## src/sv/fcst_ram.sv

```systemverilog
module fcst_ram #(
  parameter int WIDTH = 8,
  parameter int DEPTH = 16
) (
  input  logic                     clk,
  input  logic                     we,
  input  logic [$clog2(DEPTH)-1:0] waddr,
  input  logic [WIDTH-1:0]         wdata,
  input  logic                     re,
  input  logic [$clog2(DEPTH)-1:0] raddr,
  output logic [WIDTH-1:0]         rdata_r
);
  logic [WIDTH-1:0] mem [DEPTH];

  always_ff @(posedge clk) begin
    if (we) begin
      mem[waddr] <= wdata;
    end
    if (re) begin
      rdata_r <= mem[raddr];
    end
  end
endmodule

```

## config.mk

```make
export PLATFORM = sky130hd
export DESIGN_NAME = fcst_ram
export DESIGN_NICKNAME = d
export VERILOG_FILES = /design/src/sv/fcst_ram.sv
export SDC_FILE = /design/constraint.sdc
export NUM_CORES = 1
export LEC_CHECK = 0
export BUFFER_PORTS_ARGS = -buffer_cell sky130_fd_sc_hd__buf_4
export CAP_MARGIN = 10
export CORE_UTILIZATION = 40
export DETAILED_ROUTE_END_ITERATION = 6
export PLACE_DENSITY = 0.65
export SETUP_SLACK_MARGIN = 0.15
export SYNTH_ARGS = -nofsm -noshare
export SYNTH_HDL_FRONTEND = slang
export SYNTH_SLANG_ARGS = --single-unit
```

## constraint.sdc

```tcl
create_clock -name clk -period 2.16 [get_ports clk]
set_input_delay 0.108 -clock clk [delete_from_list [all_inputs] [get_ports clk]]
set_output_delay 0.108 -clock clk [all_outputs]
set_load 0.03 [all_outputs]
```

# Word level (Yosys, flattened, before mapping)
# Memory sizes are Yosys's and may differ from the RTL's. A register that Yosys moved wholly into a read port is not among the register bits.
# Index checks and enable logic that the tools add are counted.
# op_classes
n_mux	2
# op_table
op	count
$mux 1	2
# word_totals
reg_bits	0
mem_bits_rw	128
inputBits	19
memories	1
# mem_list
memory	words	width	rd	rd_ports_with_merged_regs	wr	line	source
mem	16	8	1	1	1	13	logic [WIDTH-1:0] mem [DEPTH];

# Depth between registers and ports, before layout
# Gate-level depths: netlist of run 1.
# logic_depth
ltp_word	2
depth_mapped	5
mapped_depth_nobuf	3

# Worst setup path after synthesis of run 1
# Ideal clock, no wire load.
# synth_path
path_type	input-to-reg
from	input port waddr[2]
to	memory mem[0][0], enable pin
setup_ps	383
arrival_ps	1218
required_time_ps	1777
path_slack_ps	559
cell_stages	2
n_path_buf	0
path_cell_list	or3b_2 > nor3_1
# synth_rtl
element	line	source
start, declared	7	input logic [$clog2(DEPTH)-1:0] waddr,
end, declared	13	
# Straight into the memory's write port.

==> impl_metrics.yaml, run 1 <==
run_status:
  outcome: "complete, no violations"
clock_tree:
  hold_buffers: 2
  clock_latency_ns: 0.42
  cts_buffer_depth: 2
  cts_tree: "yes"
  cts_sinks: 136
  post_cts_buffers: 0
  cts_root_buffer: "clkbuf_16"
  numCtsBuffers: 17
  clkTransAtPathRegs_ns: 0.06
  cts_max_level: 4
  post_cts_resized: 0
sta:
  fin_crit_ns: 1.47
  setup_viol: 0
  skew_ns: 0.0141
  rsz0062_at_grt: "no"
  slew_violations: 0
  fmax_mhz: 679
  min_period_over_period_pct: 68.2
  relSlewSlack_pct: 47.3
  worstMarginPinSlew_ns: 0.789
  fin_setup_tns_ns: 0
  hold_viol: 0
worst_setup_path:
  reg2reg_to: "rdata_r[2]"
  path_max_fanout: 1
  rr_startpoint: "mem[1][2]"
  required_ns: 2.32
  critPathCapture: "rdata_r[2]"
  startpoint_type: "flop"
  reg2regPathDepth: 3
  slowest_stage: "mux4_1"
  crit_type: "flop to flop"
  cp-startpoint: "mem[1][2]"
  worstPathBufferInverterCount: 0
  rrSetupSlack_ns: 0.69
  crit_path_end_kind: "flop"
  max_stage_delay_ns: 0.51
  critPathTopFamily: "multiplexers"
  worstPathCellList: "mux4_1, a22oi_1, nand2_1"
  crit_cells: 3
  arrival_ns: 1.64
layout:
  areaGrowthSynthToFinish_pct: 21.4
  fin_cells: 467
  fin_util_pct: 50.1
  nFillCells: 1008
  drive_gt1_share_pct: 31.2
  nets: 303
  antenna_cells: 0
  finalInstanceArea_um2: 6350
global_route:
  grt-ovfl-total: 0
  grt_util_met3_pct: 4.67
  globalRouteMet1Util_pct: 20.7
  grt_pass1_vias: 2566
  antenna_found_initial: 0
  met2_usage_pct: 27.3
  grt_max_degree: 33
  grt_pass1_wl_um: 15300
  track_usage_pct: 16.6
  top_usage_layer: "met2"
routing:
  routedWlPerCell_um: 21.6
  drtAntennaViolNets: 0
  firstDrtPassIters: 4
  route.detailed.drc: 0
  vias_per_cell: 5.25
  vias: 2453
  drt-total-wl_um: 10100
  drt_iter0_markers: 172
placement:
  place_area_um2: 5700
  io_buffers: 26
  placed_cells_incl_taps: 435
  gp_congestion: 0.705
  hpwl_um: 6270
logic_synthesis:
  synth_nets: 248
  syn_avg_cell_area_um2: 22.8
  synthCells: 229
  yosysWarnings: 0
  yosysSeqAreaShare_pct: 78.1
  synth_cell_type_count: 18
  ys_ff_latch: 136
  synthesis.area_um2: 5230
die:
  die_h_um: 116
  io_pins: 27
  start_util_pct: 41.3
  dieArea_um2: 13500
  row_count: 41
  die_x_um: 116
  coreArea_um2: 12700
power:
  ir_drop_mv: 0.551
  p_total_uw: 6350
  p_leak_uw: 0.00214
  power_density_nw_per_um2: 1000
min_path:
  hp-class: "input port to flop"
flow_run:
  maxCapViolCount: 0
==> metrics by stage <==
| stage | hold WS (ns) | worst slack (ns) |
|---|---|---|
| 3_3_place_gp | 0.413 | 0.447 |
| 4_1_cts | 0.00318 | 0.659 |
| 6_report | 0.0103 | 0.687 |
| 3_5_place_dp | 0.422 | 0.455 |
| 2_1_floorplan | 0.207 | 0.559 |
| 5_1_grt | 0.0241 | 0.630 |
==> cell usage in the layout (no fill, tap or decap), drive strengths merged <==
cell         netlist  final
nand3              1      1
edfxtp           136    136
clkinvlp           0      3
dlygate4sd3        0      2
bufinv             0      5
and2               1      1
inv                0      1
a22oi             16     16
nand3b             2      2
nor2              13     13
nand2              9      9
clkinv             0      4
nand2b             2      2
clkbuf             0     17
nor2b              1      1
buf                7     44
nor3               4      4
or3b               1      1
and2b              1      1
mux4              32     32
==> cell usage after synthesis <==
cell,n,area [um2]
nand2_1,9,33.8
a22oi_1,16,120
buf_2,3,15.0
nand3_1,1,5.00
buf_6,3,33.8
and2_1,1,6.26
or3b_2,1,8.76
buf_4,1,7.51
edfxtp_1,136,4080
nand2b_1,2,12.5
and2b_1,1,7.51
nand3b_1,2,15.0
mux4_2,18,405
clkdlybuf4s25_2,3,30.0
nor2_1,13,48.8
nor2b_1,1,6.26
mux4_1,14,368
nor3_1,4,20.0
==> layer usage <==
| layer | vias to the layer above | share of wire (%) |
|---|---|---|
| li1 | 1086 | - |
| met1 | 1283 | 43 |
| met2 | 69 | 51 |
| met3 | 15 | 4.9 |
| met4 | 0 | 1.8 |
| met5 | - | 0 |
==> worst register-to-register path, delay by kind of cell, from the launching register on <==
kind	cells	cell delay [ns]
DFF	1	0.36
and+or+nand+nor	1	0.10
AOI/OAI and AO/OA	1	0.26
muxes	1	0.51
==> sequential cells by signal, indices dropped and copies added, names as in the netlist <==
register	cells
rdata_r	8
mem	128
==> area by class of cell <==
type	count	area, um2	area share, %
Clock inverter	13	204	3.21
Timing Repair Buffer	46	363	5.72
Clock buffer	17	425	6.70
Sequential cell	136	4080	64.3
Tap cell	172	215	3.39
Multi-Input combinational cell	83	1060	16.7
==> where the power goes <==
part | switching [uW] | leakage [uW] | total, uW | internal (uW)
registers | 15.0 | 0.00124 | 2990 | 2970
logic | 178 | 0.000604 | 311 | 132
clock network | 1020 | 0.000299 | 3050 | 2030
==> kinds of logic after synthesis <==
group	Yosys count	share of synthesized area [%]
AOI/OAI and AO/OA	16	2.30
muxes	32	14.8
DFF	136	78.1
and+or+nand+nor	35	3.14
buffers and inverters	10	1.65
==> worst min-delay path by stage <==
stage	start	endpoint	slack [ns]	cells after the start
6_report	wdata[0]	mem[6][0]	0.01	1
4_1_cts	wdata[2]	mem[5][2]	0.003	1
3_5_place_dp	re	rdata_r[2]	0.42	1
3_3_place_gp	wdata[4]	mem[6][4]	0.41	1
2_1_floorplan	wdata[0]	mem[0][0]	0.21	0
5_1_grt	wdata[2]	mem[5][2]	0.02	1
(Power assumes the default switching activity.)
==> run 2: changes to the inputs <==
--- a/config.mk
+++ b/config.mk
@@ -5,11 +5,12 @@
 export SDC_FILE = /design/constraint.sdc
 export NUM_CORES = 1
 export LEC_CHECK = 0
+export ABC_AREA = 1
 export BUFFER_PORTS_ARGS = -buffer_cell sky130_fd_sc_hd__buf_4
 export CAP_MARGIN = 10
 export CORE_UTILIZATION = 40
 export DETAILED_ROUTE_END_ITERATION = 6
-export PLACE_DENSITY = 0.65
+export PLACE_DENSITY = 0.67
 export SETUP_SLACK_MARGIN = 0.15
 export SYNTH_ARGS = -nofsm -noshare
 export SYNTH_HDL_FRONTEND = slang
==> constraint.sdc (replaced) <==
create_clock -name clk -period 1.3 [get_ports clk]
set_input_delay 0.065 -clock clk [delete_from_list [all_inputs] [get_ports clk]]
set_output_delay 0.065 -clock clk [all_outputs]
set_load 0.03 [all_outputs]
==> run 2 against run 1 <==
Net effect:
- flip-flop and latch count is the same
- global-route usage grew 2.4 points
- non-clock buffer count grew 10
- largest cell class unchanged
- wire length grew 31%
==> impl_metrics.yaml, run 2 <==
placement:
  io_buffers: 26
  hpwl_um: 7960
  placed_cells_incl_taps: 756
  gp_congestion: 0.801
routing:
  drt-total-wl_um: 13200
  drt_iter0_markers: 435
  firstDrtPassIters: 5
  routedWlPerCell_um: 16.6
  vias: 3949
  route.detailed.drc: 0
  vias_per_cell: 4.97
  drtAntennaViolNets: 0
worst_setup_path:
  crit_type: "flop to flop"
  cp_common_cell: "nand3_2"
  critPathTopFamily: "simple AND/OR/NAND/NOR gates"
  startpoint_type: "flop"
  reg2regPathDepth: 6
  slowest_stage: "edfxtp_1"
  max_stage_delay_ns: 0.37
  worstPathBufferInverterCount: 1
  crit_cells: 6
  crit_path_end_kind: "flop"
  worstPathCellList: "inv_1, nand2_1, nand3_1, nand3_2, nand3_2, nand2_2"
  path_max_fanout: 1
  arrival_ns: 1.29
  required_ns: 1.47
  rrSetupSlack_ns: 0.18
global_route:
  grt_max_degree: 65
  grt_pass1_vias: 3752
  grt-ovfl-total: 0
  grt_pass1_wl_um: 20600
  track_usage_pct: 19.0
  antenna_found_initial: 0
flow_run:
  maxCapViolCount: 0
layout:
  final_common_cell: "nand2_1"
  drive_gt1_share_pct: 16.6
  largest_reg_flops: 128
  reg_top3: "mem x128, rdata_r x8"
  fin_util_pct: 50.1
  final_cell_mix: "nand2_1 (171), edfxtp_1 (136), inv_1 (100)"
  top_register: "mem"
  areaGrowthSynthToFinish_pct: 20.7
  antenna_cells: 0
  nets: 621
  fin_cells: 795
clock_tree:
  cts_buffer_depth: 2
  post_cts_buffers: 0
  clkTransAtPathRegs_ns: 0.06
  cts_sinks: 136
  numCtsBuffers: 17
  cts_tree: "yes"
  cts_max_level: 4
  cts_root_buffer: "clkbuf_16"
  clock_latency_ns: 0.42
logic_synthesis:
  ys_ff_latch: 136
  synthCells: 551
  synth_nets: 570
  synth_top_area_cell: "edfxtp_1"
  synthesis.area_um2: 5850
  synth_top_area_share_pct: 69.8
  syn_avg_cell_area_um2: 10.6
  synthArstFlopShare_pct: 0
  synth-edff-count: 136
  yosysWarnings: 0
  yosys.cell_count.top_type: "nand2_1"
  synth.area.top_cells: "edfxtp_1 (70%), nand2_1 (11%), nand3_1 (8.3%)"
  synth_cell_type_count: 11
  synth_commonest_cells: "nand2_1 (173), edfxtp_1 (136), inv_1 (100)"
  synthFlopType: "edfxtp_1"
  yosysSeqAreaShare_pct: 69.8
sta:
  fin_crit_ns: 1.12
  min_period_over_period_pct: 85.9
  rsz0062_at_grt: "yes"
  slew_violations: 0
  skew_ns: 0.00699
  worstMarginPinSlew_ns: 0.667
  fmax_mhz: 896
  relSlewSlack_pct: 55.5
  setup_viol: 0
  hold_viol: 0
  fin_setup_tns_ns: 0
die:
  io_pins: 27
  die_x_um: 123
  coreArea_um2: 14100
  die_h_um: 123
  row_count: 43
  start_util_pct: 41.5
  dieArea_um2: 15100
power:
  ir_drop_mv: 0.850
  power_density_nw_per_um2: 1470
  p_leak_uw: 0.00301
min_path:
  hp-class: "input port to flop"
  hold-path-cell-count: 1
run_status:
  outcome: "complete, no violations"
[run 2: changes by cell type after synthesis, sizes merged, moves of 2 or more]
cell | previous run | this run
nand2 | 9 | 173
inv | 0 | 102
nand3 | 1 | 97
mux4 | 32 | 0
buf | 7 | 24
a22oi | 16 | 0
nor2 | 13 | 17
nor3 | 4 | 0
clkdlybuf4s25 | 3 | 0
nand2b | 2 | 0
[run 2: final timing paths]
| check | startpoint | end |
|---|---|---|
| worst max-delay path | mem[1][5] | rdata_r[5] |
| worst min-delay path | wdata[4] | mem[12][4] |
| worst max register to register | mem[1][5] | rdata_r[5] |
| worst min register to register | mem[15][4] | rdata_r[4] |
[run 2: metal layers]
layer  global-route usage, %  wire (um)  share of wire (%)
met3                    4.20        989                7.5
met2                    29.6       6280                 48
met1                    26.2       5700                 43
met5                       0          0                  0
met4                    7.09        202                1.5
[run 2: stage by stage]
stage                     instance area [um2]  hold WS, ns  setup WS (ns)  total power [uW]
after global routing                     7060       0.0179          0.116             10600
after detailed placement                 6310        0.367        -0.0248              5720
after global placement                   6310        0.374        -0.0241              5710
after CTS                                6970      0.00747          0.153             10400
final                                    7060       0.0146          0.183             10400
after floorplan                          5850        0.164          0.284              5440
[run 2: cell families after synthesis]
group                  synth area share (%)
flip-flops                             69.8
AND/OR/NAND/NOR                        20.8
buffers and inverters                  9.39
[run 2: report_power, final]
part | switching [uW] | internal [uW] | total, uW
logic | 480 | 235 | 715
clock network | 1850 | 2830 | 4670
registers | 26.7 | 4940 | 4970
[run 2: worst reg2reg max path, stage by stage (launching register included)]
cell and delay (ns):
edfxtp_1 0.37, inv_1 0.07, nand2_1 0.05, nand3_1 0.10, nand3_2 0.11, nand3_2 0.09
nand2_2 0.08
[run 2: cell type report]
| type | instances | area [um2] |
|---|---|---|
| Inverter | 102 | 383 |
| Tap cell | 180 | 225 |
| Sequential cell | 136 | 4080 |
| Fill cell | 1248 | 7040 |
| Timing Repair Buffer | 56 | 475 |
| Multi-Input combinational cell | 289 | 1310 |
| Clock inverter | 14 | 153 |
| Clock buffer | 18 | 429 |
[run 2: repair_timing]
action,in CTS,in global routing
hold buffers,7,0
setup endpoints to repair,1,7
hold endpoints to repair,103,0
gates resized for setup,1,19
pin swaps,0,4
==> run 3: changes to the inputs <==
--- a/config.mk
+++ b/config.mk
@@ -8,9 +8,12 @@
 export ABC_AREA = 1
 export BUFFER_PORTS_ARGS = -buffer_cell sky130_fd_sc_hd__buf_4
 export CAP_MARGIN = 10
+export CELL_PAD_IN_SITES_DETAIL_PLACEMENT = 0
+export CELL_PAD_IN_SITES_GLOBAL_PLACEMENT = 1
 export CORE_UTILIZATION = 40
 export DETAILED_ROUTE_END_ITERATION = 6
-export PLACE_DENSITY = 0.67
+export PLACE_DENSITY = 0.78
+export REMOVE_ABC_BUFFERS = 1
 export SETUP_SLACK_MARGIN = 0.15
 export SYNTH_ARGS = -nofsm -noshare
 export SYNTH_HDL_FRONTEND = slang
==> run 3 against run 2 <==
Net effect:
- combinational power decreased by 6.0%
- flip-flop and latch count unchanged
- maximum frequency barely moved
- total power barely moved
- die area unchanged
- sequential power hardly changed
- clock-buffer cell count unchanged
- critical endpoint is now rdata_r[7]
==> impl_metrics.yaml, run 3 (synthesized netlist as in run 2, its figures left out) <==
power:
  power_density_nw_per_um2: 1480
  p_clk_share_pct: 45.5
  p_sw_uw: 2190
  p_leak_uw: 0.00300
  ir_drop_mv: 1.04
  intPower_uw: 8160
  p_comb_share_pct: 6.5
  p_sw_share_pct: 21.1
  seq_power_share_pct: 48.0
die:
  io_pins: 27
  dieArea_um2: 15100
  row_count: 43
  die_x_um: 123
  die_h_um: 123
  coreArea_um2: 14100
  start_util_pct: 41.5
routing:
  route.detailed.drc: 0
  drt-total-wl_um: 12300
  vias: 3839
  vias_per_cell: 4.84
  firstDrtPassIters: 6
  drtAntennaViolNets: 0
  drt_iter0_markers: 287
  routedWlPerCell_um: 15.5
clock_tree:
  clkTransAtPathRegs_ns: 0.06
  cts_buffer_depth: 2
  clock_latency_ns: 0.41
  cts_max_level: 4
  post_cts_buffers: 0
  numCtsBuffers: 17
  cts_sinks: 136
  cts_root_buffer: "clkbuf_16"
  cts_tree: "yes"
global_route:
  grt-ovfl-total: 0
  track_usage_pct: 18.1
  grt_pass1_wl_um: 19900
  grt_pass1_vias: 3940
  grt_max_degree: 65
  antenna_found_initial: 0
worst_setup_path:
  crit_cells: 1
  cp-startpoint: "rdata_r[7]"
  slowest_stage: "edfxtp_1"
  critPathTopFamily: "flip-flops"
  max_stage_delay_ns: 0.44
  reg2reg_to: "rdata_r[1]"
  startpoint_type: "flop"
  required_ns: 1.24
  worstPathBufferInverterCount: 1
  crit_path_end_kind: "output port"
  crit_type: "flop to output port"
  rrSetupSlack_ns: 0.23
  worstPathCellList: "buf_4"
  arrival_ns: 1.05
  path_max_fanout: 1
  critPathCapture: "rdata_r[7]"
  reg2regPathDepth: 6
  rr_startpoint: "mem[7][1]"
sta:
  slew_violations: 0
  hold_viol: 0
  min_period_over_period_pct: 85.9
  finalWorstSetupSlack_ns: 0.184
  worstMarginPinSlew_ns: 0.602
  fmax_mhz: 896
  fin_setup_tns_ns: 0
  skew_ns: 0.00632
  relSlewSlack_pct: 59.8
  rsz0062_at_grt: "no"
  setup_viol: 0
  fin_crit_ns: 1.12
run_status:
  outcome: "complete, no violations"
layout:
  multi_input_area_um2: 1220
  drive_gt1_share_pct: 13.2
  final_cell_mix: "nand2_1 (173), edfxtp_1 (136), inv_1 (100)"
  reg_top3: "mem x128, rdata_r x8"
  antenna_cells: 0
  top_register: "mem"
  fin_util_pct: 49.6
  largest_reg_flops: 128
  nets: 621
  nFillCells: 1279
  ff_latch_area_um2: 4080
  final_common_cell: "nand2_1"
  areaGrowthSynthToFinish_pct: 19.6
flow_run:
  maxCapViolCount: 0
placement:
  hpwl_um: 7930
  io_buffers: 26
  dp_worst_setup_slack_ns: 0.0708
  gp_congestion: 0.741
min_path:
  hp-class: "input port to flop"
run 3: cell count changes in the layout (fill, tap and decap cells not counted), sizes merged:
cell / previous run / this run
clkinvlp: 7 / 4
bufinv: 2 / 3
buf: 49 / 50
dlygate4sd3: 7 / 6
clkinv: 4 / 5
run 3: cell type report:
class,count,share of cell area (%)
flip-flops and latches,136,58.4
multi-input cells,289,17.4
repair buffers,56,7.12
clock buffers,18,6.14
inverters,102,5.48
well taps,180,3.22
clock inverters,13,2.22
run 3: through the flow:
stage                     area, um2  hold WS, ns  power, uW  std cells
after floorplan                5680        0.164       5360        527
after global placement         6340        0.373       5710        757
after detailed placement       6340        0.375       5730        757
after CTS                      6990      0.00870      10400        794
after global routing           6990      0.00483      10700        794
final                          6990     0.000922      10400        794
run 3: how the worst min path moves through the flow:
stage / from / endpoint / slack [ns] / cells past startpoint
5_1_grt: wdata[5] / mem[11][5] / 0.005 / 1
4_1_cts: wdata[5] / mem[11][5] / 0.009 / 1
6_report: wdata[5] / mem[6][5] / 0.0009 / 1
3_3_place_gp: re / rdata_r[5] / 0.37 / 1
2_1_floorplan: wdata[0] / mem[0][0] / 0.16 / 0
3_5_place_dp: wdata[7] / mem[2][7] / 0.37 / 1
run 3: power by group through the flow:
stage          sequential, uW  combinational [uW]  clock [uW]
2_1_floorplan            5100                 265           0
3_5_place_dp             5060                 664           0
5_1_grt                  4980                 749        4940
3_3_place_gp             5060                 653           0
6_report                 4970                 672        4710
4_1_cts                  4970                 682        4740
run 3: per-layer routing:
metal  vias to the layer above  track usage, %  routed length [um]
li1                       1882               -                   -
met1                      1823            22.4                5380
met2                       114            30.9                6070
met3                        20            3.46                 646
met4                         0            8.23                 223
met5                         -               0                   0
run 3: worst register-to-register path, stage by stage (launching register included):
cell,delay (ns)
edfxtp_1,0.35
inv_1,0.06
nand2_1,0.04
nand3_1,0.11
nand3_1,0.11
nand3_1,0.10
nand2_1,0.06
run 3: timing repair:
action,4_1_cts,5_1_grt
endpoints found under the setup margin,0,2
hold buffers,6,0
resized for setup,0,1
hold endpoints to repair,88,0
